**src/assert_macros.svh**
```systemverilog
// ----------------------------------------------------------------------------
// assert_macros - concurrent assertion helpers
// clocked assertions with an active-low reset disable, compiled out by ASSERT_OFF
// ----------------------------------------------------------------------------
`ifndef ASSERT_MACROS_SVH
`define ASSERT_MACROS_SVH

`ifndef ASSERT_OFF
`define ASSERT_AT(lbl, clk, rstn, prop) \
  lbl: assert property (@(posedge clk) disable iff (!rstn) prop) \
    else $error("assertion failed");
`define ASSERT_NEVER(lbl, clk, rstn, cond) \
  lbl: assert property (@(posedge clk) disable iff (!rstn) !(cond)) \
    else $error("forbidden condition seen");
`else
`define ASSERT_AT(lbl, clk, rstn, prop)
`define ASSERT_NEVER(lbl, clk, rstn, cond)
`endif

`endif

```
**src/cpff_pkg.sv**
```systemverilog
// ----------------------------------------------------------------------------
// cpff_pkg - channel packet filter shared definitions
// types, register map and frame layout constants
// ----------------------------------------------------------------------------
`timescale 1ns / 1ps
`default_nettype none

package cpff_pkg;

  localparam int unsigned MAX_CHANNELS_DEF = 4;
  localparam int unsigned NUM_IDS          = 4;
  localparam int unsigned ID_W             = 16;
  localparam int unsigned COUNT_W          = 3;
  localparam int unsigned WORD_W           = 32;
  localparam int unsigned LEN_W            = 30;
  localparam int unsigned MIX_W            = 2;
  localparam int unsigned APB_DW           = 32;
  localparam int unsigned APB_AW           = 5;
  localparam int unsigned REG_IDX_W        = 3;

  localparam logic [ID_W-1:0] TYPE_BASE_HI = 16'h55AA;
  localparam int unsigned HDR_MIX_LSB  = 13;
  localparam int unsigned HDR_CNT_LSB  = 10;
  localparam int unsigned LEN_INIT_BIT = 31;

  localparam int unsigned QDEPTH  = 2;
  localparam int unsigned QPTR_W  = $clog2(QDEPTH);
  localparam int unsigned QCNT_W  = $clog2(QDEPTH + 1);

  typedef enum logic [REG_IDX_W-1:0] {
    REG_ID0   = 3'd0,
    REG_ID1   = 3'd1,
    REG_ID2   = 3'd2,
    REG_ID3   = 3'd3,
    REG_COUNT = 3'd4
  } reg_idx_e;

  typedef enum logic [1:0] {
    KIND_HEADER  = 2'd0,
    KIND_LENGTH  = 2'd1,
    KIND_PAYLOAD = 2'd2
  } kind_e;

  typedef struct packed {
    logic [NUM_IDS-1:0][ID_W-1:0] id;
    logic [COUNT_W-1:0]           count;
  } cfg_t;

  typedef struct packed {
    logic [WORD_W-1:0] word;
    kind_e             kind;
    logic              last;
  } res_t;

endpackage

`default_nettype wire

```
**src/cpff_regs.sv**
```systemverilog
// ----------------------------------------------------------------------------
// cpff_regs - configuration register file
// apb-style write and read of channel ids and channel count
// ----------------------------------------------------------------------------
`timescale 1ns / 1ps
`default_nettype none

module cpff_regs (
  input  logic                         clk_i,
  input  logic                         rst_ni,
  input  logic                         psel_i,
  input  logic                         penable_i,
  input  logic                         pwrite_i,
  input  logic [cpff_pkg::APB_AW-1:0]  paddr_i,
  input  logic [cpff_pkg::APB_DW-1:0]  pwdata_i,
  output logic [cpff_pkg::APB_DW-1:0]  prdata_o,
  output cpff_pkg::cfg_t               cfg_o
);
  import cpff_pkg::*;

  logic [NUM_IDS-1:0][ID_W-1:0] id_q;
  logic [COUNT_W-1:0]           count_q;
  logic                         wr_en;
  reg_idx_e                     idx;

  assign wr_en = psel_i & penable_i & pwrite_i;
  assign idx   = reg_idx_e'(paddr_i[APB_AW-1:2]);

  always_ff @(posedge clk_i or negedge rst_ni) begin
    if (!rst_ni) begin
      id_q    <= '0;
      count_q <= '0;
    end else if (wr_en) begin
      unique case (idx)
        REG_ID0:   id_q[0] <= pwdata_i[ID_W-1:0];
        REG_ID1:   id_q[1] <= pwdata_i[ID_W-1:0];
        REG_ID2:   id_q[2] <= pwdata_i[ID_W-1:0];
        REG_ID3:   id_q[3] <= pwdata_i[ID_W-1:0];
        REG_COUNT: count_q <= pwdata_i[COUNT_W-1:0];
        default: ;
      endcase
    end
  end

  always_comb begin
    unique case (idx)
      REG_ID0:   prdata_o = APB_DW'(id_q[0]);
      REG_ID1:   prdata_o = APB_DW'(id_q[1]);
      REG_ID2:   prdata_o = APB_DW'(id_q[2]);
      REG_ID3:   prdata_o = APB_DW'(id_q[3]);
      REG_COUNT: prdata_o = APB_DW'(count_q);
      default:   prdata_o = '0;
    endcase
  end

  assign cfg_o.id    = id_q;
  assign cfg_o.count = count_q;

endmodule

`default_nettype wire

```
**src/cpff_front.sv**
```systemverilog
// ----------------------------------------------------------------------------
// cpff_front - frame word classifier
// tracks the word position, matches the type word and builds forward requests
// ----------------------------------------------------------------------------
`timescale 1ns / 1ps
`default_nettype none

module cpff_front #(
  parameter int unsigned MAX_CHANNELS = cpff_pkg::MAX_CHANNELS_DEF
) (
  input  logic                         clk_i,
  input  logic                         rst_ni,
  input  cpff_pkg::cfg_t               cfg_i,
  input  logic                         accept_i,
  input  logic                         op_i,
  input  logic                         start_i,
  input  logic [cpff_pkg::WORD_W-1:0]  word_i,
  output logic                         res_valid_o,
  output cpff_pkg::res_t               res_o
);
  import cpff_pkg::*;

  localparam logic [2:0] POS_IDLE    = 3'd0;
  localparam logic [2:0] POS_W1      = 3'd1;
  localparam logic [2:0] POS_W2      = 3'd2;
  localparam logic [2:0] POS_W3      = 3'd3;
  localparam logic [2:0] POS_W4      = 3'd4;
  localparam logic [2:0] POS_W5      = 3'd5;
  localparam logic [2:0] POS_W6      = 3'd6;
  localparam logic [2:0] POS_PAYLOAD = 3'd7;

  logic [2:0]       pos_q, pos_d;
  logic [MIX_W-1:0] mix_q, mix_d;
  logic [LEN_W-1:0] remain_q, remain_d;
  logic             init_q, init_d;
  logic             hit;
  logic [MIX_W-1:0] hit_idx;
  logic [LEN_W-1:0] len4;

  // lowest matching channel wins
  always_comb begin
    hit     = 1'b0;
    hit_idx = '0;
    for (int k = MAX_CHANNELS - 1; k >= 0; k--) begin
      if ((COUNT_W'(k) < cfg_i.count) && (word_i == {TYPE_BASE_HI, cfg_i.id[k]})) begin
        hit     = 1'b1;
        hit_idx = MIX_W'(k);
      end
    end
  end

  assign len4 = word_i[WORD_W-1:2];

  always_comb begin
    pos_d       = pos_q;
    mix_d       = mix_q;
    remain_d    = remain_q;
    init_d      = init_q;
    res_valid_o = 1'b0;
    res_o.word  = word_i;
    res_o.kind  = KIND_PAYLOAD;
    res_o.last  = 1'b0;
    if (accept_i) begin
      if (op_i) begin
        init_d = 1'b1;
      end else if (start_i) begin
        pos_d    = POS_W1;
        mix_d    = '0;
        remain_d = '0;
      end else begin
        unique case (pos_q) inside
          POS_IDLE: ;
          POS_W1, POS_W2: pos_d = pos_q + 3'd1;
          POS_W3: begin
            if (hit) begin
              pos_d = POS_W4;
              mix_d = hit_idx;
            end else begin
              pos_d  = POS_IDLE;
              init_d = 1'b0;
            end
          end
          POS_W4: begin
            pos_d       = POS_W5;
            res_valid_o = 1'b1;
            res_o.kind  = KIND_HEADER;
            res_o.word  = word_i | (WORD_W'(mix_q) << HDR_MIX_LSB)
                                 | (WORD_W'(cfg_i.count) << HDR_CNT_LSB);
          end
          POS_W5: pos_d = POS_W6;
          POS_W6: begin
            res_valid_o = 1'b1;
            res_o.kind  = KIND_LENGTH;
            res_o.word  = WORD_W'(len4) | (WORD_W'(init_q) << LEN_INIT_BIT);
            init_d      = 1'b0;
            if (len4 == '0) begin
              res_o.last = 1'b1;
              pos_d      = POS_IDLE;
            end else begin
              remain_d = len4;
              pos_d    = POS_PAYLOAD;
            end
          end
          POS_PAYLOAD: begin
            res_valid_o = 1'b1;
            res_o.kind  = KIND_PAYLOAD;
            remain_d    = remain_q - LEN_W'(1);
            if (remain_q == LEN_W'(1)) begin
              res_o.last = 1'b1;
              pos_d      = POS_IDLE;
            end
          end
          default: ;
        endcase
      end
    end
  end

  always_ff @(posedge clk_i or negedge rst_ni) begin
    if (!rst_ni) begin
      pos_q    <= POS_IDLE;
      mix_q    <= '0;
      remain_q <= '0;
      init_q   <= 1'b0;
    end else begin
      pos_q    <= pos_d;
      mix_q    <= mix_d;
      remain_q <= remain_d;
      init_q   <= init_d;
    end
  end

endmodule

`default_nettype wire

```
**src/cpff_fifo.sv**
```systemverilog
// ----------------------------------------------------------------------------
// cpff_fifo - request queue
// short queue between the classifier and the output stage
// ----------------------------------------------------------------------------
`timescale 1ns / 1ps
`default_nettype none

module cpff_fifo (
  input  logic            clk_i,
  input  logic            rst_ni,
  input  logic            push_i,
  input  cpff_pkg::res_t  data_i,
  input  logic            pop_i,
  output cpff_pkg::res_t  data_o,
  output logic            empty_o,
  output logic            full_o
);
  import cpff_pkg::*;

  res_t              mem_q [QDEPTH];
  logic [QPTR_W-1:0] wr_ptr_q, rd_ptr_q;
  logic [QCNT_W-1:0] cnt_q;

  assign empty_o = (cnt_q == '0);
  assign full_o  = (cnt_q == QCNT_W'(QDEPTH));
  assign data_o  = mem_q[rd_ptr_q];

  always_ff @(posedge clk_i) begin
    if (push_i) begin
      mem_q[wr_ptr_q] <= data_i;
    end
  end

  always_ff @(posedge clk_i or negedge rst_ni) begin
    if (!rst_ni) begin
      wr_ptr_q <= '0;
      rd_ptr_q <= '0;
      cnt_q    <= '0;
    end else begin
      if (push_i) begin
        wr_ptr_q <= (wr_ptr_q == QPTR_W'(QDEPTH - 1)) ? '0 : wr_ptr_q + QPTR_W'(1);
      end
      if (pop_i) begin
        rd_ptr_q <= (rd_ptr_q == QPTR_W'(QDEPTH - 1)) ? '0 : rd_ptr_q + QPTR_W'(1);
      end
      if (push_i && !pop_i) begin
        cnt_q <= cnt_q + QCNT_W'(1);
      end else if (pop_i && !push_i) begin
        cnt_q <= cnt_q - QCNT_W'(1);
      end
    end
  end

endmodule

`default_nettype wire

```
**src/cpff_back.sv**
```systemverilog
// ----------------------------------------------------------------------------
// cpff_back - output stage
// registered master stream stage fed from the request queue
// ----------------------------------------------------------------------------
`timescale 1ns / 1ps
`default_nettype none

module cpff_back (
  input  logic                         clk_i,
  input  logic                         rst_ni,
  input  logic                         q_empty_i,
  input  cpff_pkg::res_t               q_data_i,
  output logic                         q_pop_o,
  output logic                         tvalid_o,
  input  logic                         tready_i,
  output logic [cpff_pkg::WORD_W-1:0]  tdata_o,
  output logic [1:0]                   tuser_o,
  output logic                         tlast_o
);
  import cpff_pkg::*;

  logic valid_q;
  res_t data_q;

  assign q_pop_o = !q_empty_i && (!valid_q || tready_i);

  always_ff @(posedge clk_i or negedge rst_ni) begin
    if (!rst_ni) begin
      valid_q <= 1'b0;
    end else if (!valid_q || tready_i) begin
      valid_q <= !q_empty_i;
    end
  end

  always_ff @(posedge clk_i) begin
    if (q_pop_o) begin
      data_q <= q_data_i;
    end
  end

  assign tvalid_o = valid_q;
  assign tdata_o  = data_q.word;
  assign tuser_o  = data_q.kind;
  assign tlast_o  = data_q.last;

endmodule

`default_nettype wire

```
**src/channel_packet_filter_forwarder.sv**
```systemverilog
// ----------------------------------------------------------------------------
// channel_packet_filter_forwarder - channel packet filter and forwarder
// filters received frames by channel id and forwards header, length and payload
// ----------------------------------------------------------------------------
//  channel   dir  data                               user / last
//  s_axis    in   tdata: frame_word[31:0]            tuser: operation[0], frame_start[1]
//  m_axis    out  tdata: out_word[31:0]              tuser: out_kind[1:0], tlast: out_last
//  apb       in   5 registers at byte address 4*i    write on psel & penable & pwrite
//
//  one request per cycle while s_axis_tready is high; the classifier is combinational
//  into a two-entry queue, followed by the registered output stage
//  s_axis_tready falls only while the queue is full (output stalled)
//  reset is asynchronous, active low, and clears all control state
// ----------------------------------------------------------------------------
`timescale 1ns / 1ps
`default_nettype none

module channel_packet_filter_forwarder #(
  parameter int unsigned MAX_CHANNELS = cpff_pkg::MAX_CHANNELS_DEF
) (
  input  logic                         clk_i,
  input  logic                         rst_ni,
  input  logic                         psel,
  input  logic                         penable,
  input  logic                         pwrite,
  input  logic [cpff_pkg::APB_AW-1:0]  paddr,
  input  logic [cpff_pkg::APB_DW-1:0]  pwdata,
  output logic [cpff_pkg::APB_DW-1:0]  prdata,
  output logic                         pready,
  input  logic                         s_axis_tvalid,
  output logic                         s_axis_tready,
  input  logic [cpff_pkg::WORD_W-1:0]  s_axis_tdata,   // frame_word
  input  logic [1:0]                   s_axis_tuser,   // operation, frame_start
  output logic                         m_axis_tvalid,
  input  logic                         m_axis_tready,
  output logic [cpff_pkg::WORD_W-1:0]  m_axis_tdata,   // out_word
  output logic [1:0]                   m_axis_tuser,   // out_kind
  output logic                         m_axis_tlast
);
  import cpff_pkg::*;

  cfg_t cfg;
  logic s_accept;
  logic res_valid;
  res_t res;
  logic q_push, q_pop, q_empty, q_full;
  res_t q_data;

  assign pready        = 1'b1;
  assign s_axis_tready = !q_full;
  assign s_accept      = s_axis_tvalid && s_axis_tready;
  assign q_push        = res_valid;

  cpff_regs u_regs (
    .clk_i     (clk_i),
    .rst_ni    (rst_ni),
    .psel_i    (psel),
    .penable_i (penable),
    .pwrite_i  (pwrite),
    .paddr_i   (paddr),
    .pwdata_i  (pwdata),
    .prdata_o  (prdata),
    .cfg_o     (cfg)
  );

  cpff_front #(
    .MAX_CHANNELS (MAX_CHANNELS)
  ) u_front (
    .clk_i       (clk_i),
    .rst_ni      (rst_ni),
    .cfg_i       (cfg),
    .accept_i    (s_accept),
    .op_i        (s_axis_tuser[0]),
    .start_i     (s_axis_tuser[1]),
    .word_i      (s_axis_tdata),
    .res_valid_o (res_valid),
    .res_o       (res)
  );

  cpff_fifo u_fifo (
    .clk_i   (clk_i),
    .rst_ni  (rst_ni),
    .push_i  (q_push),
    .data_i  (res),
    .pop_i   (q_pop),
    .data_o  (q_data),
    .empty_o (q_empty),
    .full_o  (q_full)
  );

  cpff_back u_back (
    .clk_i     (clk_i),
    .rst_ni    (rst_ni),
    .q_empty_i (q_empty),
    .q_data_i  (q_data),
    .q_pop_o   (q_pop),
    .tvalid_o  (m_axis_tvalid),
    .tready_i  (m_axis_tready),
    .tdata_o   (m_axis_tdata),
    .tuser_o   (m_axis_tuser),
    .tlast_o   (m_axis_tlast)
  );

`include "assert_macros.svh"

  `ASSERT_NEVER(a_push_full, clk_i, rst_ni, q_push && q_full)
  `ASSERT_NEVER(a_reinit_silent, clk_i, rst_ni, s_accept && s_axis_tuser[0] && res_valid)
  `ASSERT_NEVER(a_hdr_not_last, clk_i, rst_ni, m_axis_tvalid && m_axis_tlast && (m_axis_tuser == KIND_HEADER))
  `ASSERT_AT(a_pop_has_data, clk_i, rst_ni, q_pop |-> !q_empty)

endmodule

`default_nettype wire
```
**config.mk**
```make
export PLATFORM = sky130hd
export DESIGN_NAME = channel_packet_filter_forwarder
export DESIGN_NICKNAME = d
export VERILOG_FILES = /design/src/cpff_pkg.sv /design/src/cpff_regs.sv /design/src/cpff_front.sv /design/src/cpff_fifo.sv /design/src/cpff_back.sv /design/src/channel_packet_filter_forwarder.sv
export VERILOG_INCLUDE_DIRS = /design/src /design/src/src
export SDC_FILE = /design/constraint.sdc
export NUM_CORES = 1
export LEC_CHECK = 0
export BUFFER_PORTS_ARGS = -buffer_cell sky130_fd_sc_hd__buf_2
export CAP_MARGIN = 20
export CORE_AREA = 2 2 136 138
export DETAILED_ROUTE_END_ITERATION = 16
export DIE_AREA = 0 0 138 140
export PLACE_DENSITY = 0.83
export SYNTH_ARGS = -nofsm -noshare
export SYNTH_HDL_FRONTEND = slang
export SYNTH_SLANG_ARGS = --single-unit
```
**constraint.sdc**
```tcl
create_clock -name clk_i -period 7.7 [get_ports clk_i]
set_input_delay 0.385 -clock clk_i [delete_from_list [all_inputs] [get_ports clk_i]]
set_output_delay 0.385 -clock clk_i [all_outputs]
set_load 0.01 [all_outputs]
```
==> impl_metrics.yaml, run 1 <==
place:
  pre_cts_slack_ns: 4.557
  place_area_um2: 11680
  gp_congestion: 0.9231
  port_buffers: 112
  placed_cells: 1185
  dp_hpwl_um: 18350
critical_path:
  reg2reg_depth: 8
  cpPeakStageDelay_ns: 0.80
  ff2ff_setup_slack_ns: 4.56
  path_buf_inv: 1
  endpoint_kind: "register"
  cpMaxStageDelayCell: "a21o_1"
  required_ns: 8.11
  reg2reg_to: "u_front.remain_q[24]"
  regToRegStartpoint: "u_front.pos_q[0]"
  crit_path_start_kind: "register"
  path_delay_family: "compound AO/OA/AOI/OAI gates"
  crit_path_max_fanout: 33
  critical_path_class: "register to register"
  crit_path_cell_trace: "ha_1 > ha_1 > inv_1 > nand2_1 > o31ai_1 > a21o_1 > o21ai_0 > o21ai_0"
  crit_arrival_ns: 3.56
timing:
  finalCritPeriodShare_pct: 40.80
  worst_slack_ns: 4.559
  period_needed_ns: 3.141
  hold_viol: 0
  drv_slew: 0
  setup_violations: 0
  slew_headroom_pct: 24.93
  max_freq_mhz: 318.3
  holdWs_ns: 0.1620
  worst_pin_slew_ns: 1.125
  finClkSkew_ns: 0.01239
  rsz0062_at_grt: "false"
  setup-tns-final_ns: 0
floorplan:
  core_um2: 17780
  die_x_um: 138
  die_y_um: 140
  rows: 49
  io_pins: 148
  dieArea_um2: 19320
  start_util_pct: 62.34
outcome:
  status: "completed"
hold_path:
  holdCritPathClass: "input port to register"
  hold_end: "u_regs.cfg_o[18]"
  whs_path_depth: 2
  min-delay-start: "pwdata[15]"
synth:
  synth_top_area_share_pct: 28.45
  ys_seq_area_share_pct: 52.83
  synth_edf_count: 105
  yosysWarnings: 0
  synth_largest_area_cell: "edfxtp_1"
  yosysUniqueCellTypes: 75
  postSynthRegisterBits: 213
  syn-instance-count: 893
  netlist_area_um2: 11080
  ys_top_cells_by_area: "edfxtp_1 28%, dfrtp_1 24%, mux2_2 11%, xnor2_1 2.9%, mux4_2 2.6%"
  async_flop_share_pct: 50.70
  ys.flop_type: "dfrtp_1"
  syn_area_per_cell_um2: 12.41
pwr:
  swShare_pct: 33.60
  p_per_area_nw_per_um2: 307.4
  finalPower_mw: 3.813
  power.switching_mw: 1.281
  ir_worst_vdd_mv: 0.2202
  pwr-share-seq_pct: 41.5
  combinationalPowerShare_pct: 30.8
  clock_power_share_pct: 27.7
  p_leak_nw: 5.089
  internal_power_mw: 2.532
cells_and_area:
  final_core_util_pct: 69.77
  area_growth_pct: 11.91
  final_cell_mix: "111 x buf_2, 108 x dfrtp_1, 105 x mux2_2, 105 x edfxtp_1, 58 x o21ai_0"
  drive_above_1_share_pct: 30.15
  design_area_um2: 12400
  nets: 1068
  fillers: 1224
  multi_input_comb_area_um2: 4850
  final_common_cell: "buf_2"
  regArea_um2: 5856
  final-instance-count-excl-fill: 1225
clock_network:
  cts.clk_slew.worst_paths_ns: 0.07
  clock-sinks: 213
  cts_setup_buffers: 0
  cts_tree: "done"
  cts_buffer_depth: 3
  clock_latency_ns: 0.51
  numCtsBuffers: 21
  clock-root-buffer: "clkbuf_16"
  cts_max_level: 1
route:
  vias: 7944
  vias_per_cell: 6.485
  wl_per_cell_um: 22.42
  ant_nets: 0
  dr.pass1.iters: 7
  wl_um: 27460
  first_iter_violations: 878
  drc_errors: 0
global_routing:
  grt_use_total_pct: 28.02
  grt.overflow.total: 0
  grt_pass1_vias: 7677
  grt_pass1_wl_um: 43000
  antenna_found_initial: 2
  grt_max_degree: 78
flow_run:
  max_cap_violations: 0
[routing by layer]
| layer | vias up | track usage, % | share of wire, % |
|---|---|---|---|
| met1 | 3925 | 38.30 | 39 |
| met2 | 428 | 44.66 | 47 |
| li1 | 3497 | - | - |
| met5 | - | 0 | 0.047 |
| met4 | 2 | 11.98 | 4.1 |
| met3 | 92 | 5.094 | 9.6 |
[area by class of cell]
cell class	count	share of cell area, %
Sequential cell	213	47.21
Multi-Input combinational cell	606	39.10
Timing Repair Buffer	122	5.225
Clock buffer	27	4.579
Tap cell	229	2.310
Clock inverter	10	1.049
Inverter	17	0.5144
Antenna cell	1	0.02017
[worst max-delay path by stage]
stage                     slack, ns        startpoint  cells after the start                    to
final                          4.56  u_front.pos_q[0]                      8  u_front.remain_q[24]
after global routing           4.34  u_front.pos_q[0]                      8  u_front.remain_q[19]
after CTS                      4.54  u_front.pos_q[0]                      8   u_fifo.mem_q[0][16]
after detailed placement       4.56  u_front.pos_q[0]                      8   u_fifo.mem_q[1][17]
after global placement         4.66  u_front.pos_q[0]                      8   u_fifo.mem_q[0][17]
after floorplan                3.72  u_front.pos_q[0]                      5    u_fifo.mem_q[0][0]
[synth_stat cells, types with 3 or more instances]
cell      instances
o21ai_1           6
o31ai_1           5
nand2b_1          5
buf_1             3
nor3_1           11
nor4_1           23
buf_2            22
a21oi_1          44
a22oi_1          11
nand4_1          15
dfrtp_1         108
mux4_2           13
nor4_2            3
and3_1           15
xor2_1           32
edfxtp_1        105
and4_1            3
buf_4            18
mux2i_1           4
a22o_1           27
a31oi_1           4
ha_1              9
nor3_2            4
inv_1            17
clkbuf_2          4
nor2_1           44
nor2b_1          19
mux2_2          105
nand3_1           6
nor3b_1           3
and2_1            4
o22ai_1           3
a222oi_1          5
nand2_1          24
clkbuf_1         23
xnor2_1          37
nor4_4            6
o21ai_0          58
[worst reg2reg max path: stages (launching register included)]
cell     delay, ns
dfrtp_1       0.41
ha_1          0.25
ha_1          0.22
inv_1         0.75
nand2_1       0.10
o31ai_1       0.12
a21o_1        0.80
o21ai_0       0.26
o21ai_0       0.14
[power by group through the flow]
stage / combinational, mW / clock (mW) / sequential, mW
global route: 1.28 / 1.12 / 1.61
detailed placement: 1.15 / 0 / 1.60
global placement: 1.12 / 0 / 1.59
finish: 1.17 / 1.06 / 1.58
CTS: 1.16 / 1.07 / 1.58
floorplan: 0.827 / 0 / 1.59
[flip-flops by register name (all words and copies together), names as in the netlist, 2 cells and up]
| name | count |
|---|---|
| u_front.mix_q | 2 |
| u_regs.count_q | 3 |
| u_back.tdata_o | 32 |
| u_front.pos_q | 3 |
| u_fifo.mem_q | 70 |
| u_fifo.cnt_q | 2 |
| u_front.remain_q | 30 |
| u_back.tuser_o | 2 |
| u_regs.cfg_o | 64 |
[cells by family (layout without fill, tap and decap cells)]
group / Yosys count / count (layout) / synth area share (%)
other: 2 / 18 / 0.06775
AO/OA/AOI/OAI: 179 / 179 / 10.39
flip-flops: 213 / 213 / 52.83
adder cells (fa/ha/maj): 9 / 9 / 1.016
buffers and inverters: 89 / 176 / 4.052
AND/OR/NAND/NOR: 210 / 210 / 12.53
XOR/XNOR: 69 / 69 / 5.452
multiplexers: 122 / 122 / 13.67
[what timing repair did]
item,CTS,global route
endpoints found under the setup margin,0,0
endpoints found under the hold margin,31,0
hold buffers,1,0
gates resized for setup,0,0
Note: power is estimated with default switching activity, not from simulation.
==> inputs of run 2 (changes only) <==
- CORE_AREA: 2 2 136 138 -> 2 2 148 150
- DIE_AREA: 0 0 138 140 -> 0 0 150 152
- PLACE_DENSITY: 0.83 -> 0.74
- clock period: 7.7 -> 2.65 ns (I/O delays scaled with it)
==> run 2 against run 1 <==
  * The run now ends with negative hold slack left
  * Hold slack worse by 0.16 ns
  * Final area up 4.9%
  * Register-to-register slack worse by 4.2 ns
  * Critical endpoint is now u_front.remain_q[14]
  * Largest cell class unchanged
==> impl_metrics.yaml, run 2 (synthesis results as in run 1) <==
route:
  wl_per_cell_um: 20.81
  first_iter_violations: 613
  dr.pass1.iters: 5
  vias_per_cell: 6.006
  drc_errors: 0
  wl_um: 27540
  vias: 7946
  ant_nets: 0
timing:
  period_needed_ns: 2.324
  worst_pin_slew_ns: 0.7704
  worst_slack_ns: 0.3265
  drv_slew: 0
  finalCritPeriodShare_pct: 87.68
  max_freq_mhz: 430.4
  setup-tns-final_ns: 0
  finClkSkew_ns: 0.01429
  slew_headroom_pct: 48.17
  holdWs_ns: -0.0009452
  hold_viol: 1
  rsz0062_at_grt: "false"
  setup_violations: 0
pwr:
  clock_power_share_pct: 30.2
  pwr-share-seq_pct: 39.3
  power.switching_mw: 3.797
  combinationalPowerShare_pct: 30.5
  p_leak_nw: 5.347
  ir_worst_vdd_mv: 0.4334
  p_per_area_nw_per_um2: 889.6
  swShare_pct: 32.80
  internal_power_mw: 7.778
global_routing:
  grt_pass1_wl_um: 43540
  antenna_found_initial: 0
  grt_pass1_vias: 7922
  grt_use_total_pct: 24.31
  grt_max_degree: 64
  grt.overflow.total: 0
cells_and_area:
  nets: 1112
  final-instance-count-excl-fill: 1323
  fillers: 1706
  regArea_um2: 5856
  multi_input_comb_area_um2: 4853
  num_antenna_cells: 0
  final_cell_mix: "111 x buf_2, 108 x dfrtp_1, 105 x mux2_2, 105 x edfxtp_1, 58 x o21ai_0"
  final_common_cell: "buf_2"
  drive_above_1_share_pct: 31.16
  largest_reg_flops: 70
  regMostFlops: "u_fifo.mem_q"
  area_growth_pct: 17.38
floorplan:
  io_pins: 148
  start_util_pct: 51.92
  core_um2: 21350
  rows: 54
  die_y_um: 152
  die_x_um: 150
  dieArea_um2: 22800
clock_network:
  cts.clk_slew.worst_paths_ns: 0.07
  cts_buffer_depth: 3
  numCtsBuffers: 24
  clock_latency_ns: 0.51
  clock-root-buffer: "clkbuf_16"
  cts_setup_buffers: 0
  cts_tree: "done"
  cts_max_level: 1
  clock-sinks: 213
place:
  pre_cts_slack_ns: 0.2134
  dp_hpwl_um: 18910
  port_buffers: 112
  gp_congestion: 0.9375
  placed_cells: 1254
outcome:
  status: "complete, but fails checks"
  violations: "negative hold slack"
critical_path:
  critical_path_class: "register to register"
  required_ns: 3.01
  crit_arrival_ns: 2.68
  crit_path_max_fanout: 7
  endpoint_kind: "register"
  crit_path_start_kind: "register"
hold_path:
  holdCritPathClass: "input port to register"
flow_run:
  max_cap_violations: 0
run 2: repair_timing:
action / CTS / global route
hold endpoints to repair: 119 / 0
gates resized for setup: 0 / 0
hold buffers: 25 / 0
run 2: layout make-up:
type | count | share of cell area, %
Sequential cell | 213 | 45.00
Multi-Input combinational cell | 606 | 37.30
Clock buffer | 29 | 5.000
Tap cell | 280 | 2.693
Timing Repair Buffer | 163 | 8.039
Clock inverter | 15 | 1.471
Inverter | 17 | 0.4904
run 2: path summary, 6_finish.rpt:
check                                            end  slack (ns)  depth (start not counted)                start
worst max register to register  u_front.remain_q[14]        0.33                          8  u_front.remain_q[0]
worst max-delay path            u_front.remain_q[14]        0.33                          8  u_front.remain_q[0]
min in group asynchronous           u_regs.cfg_o[41]        0.18                          2               rst_ni
worst min register to register       u_fifo.rd_ptr_q        0.47                          1      u_fifo.rd_ptr_q
worst min-delay path            u_front.remain_q[24]     -0.0009                          3     s_axis_tdata[26]
max in group asynchronous       u_front.remain_q[27]        1.71                          3               rst_ni
run 2: routing by layer:
metal | share of wire (%) | GRT usage [%]
met3 | 7.0 | 3.784
met1 | 39 | 31.70
met2 | 50 | 40.60
met4 | 3.9 | 9.838
met5 | 0 | 0
run 2: critical path, stage by stage, from the launching register on:
cell and delay (ns):
dfrtp_1 0.45, inv_1 0.09, ha_1 0.20, nor3b_1 0.33, nand3b_1 0.18, nor4_2 0.48
a21oi_1 0.13, o21ai_0 0.18, o21ai_0 0.13
run 2: power groups by stage:
stage          sequential (mW)  combinational, mW  clock (mW)
2_1_floorplan             4.63               2.41           0
3_3_place_gp              4.57               3.41           0
3_5_place_dp              4.61               3.48           0
4_1_cts                   4.55               3.54        3.54
5_1_grt                   4.62               3.86        3.68
6_report                  4.55               3.53        3.50
run 2: through the flow:
stage	utilization (%)	instance area, um2	total power, mW
2_1_floorplan	-	11150	7.031
6_report	60.94	13010	11.58
4_1_cts	60.94	13010	11.63
5_1_grt	60.94	13010	12.16
3_3_place_gp	55.83	11920	7.984
3_5_place_dp	55.83	11920	8.082
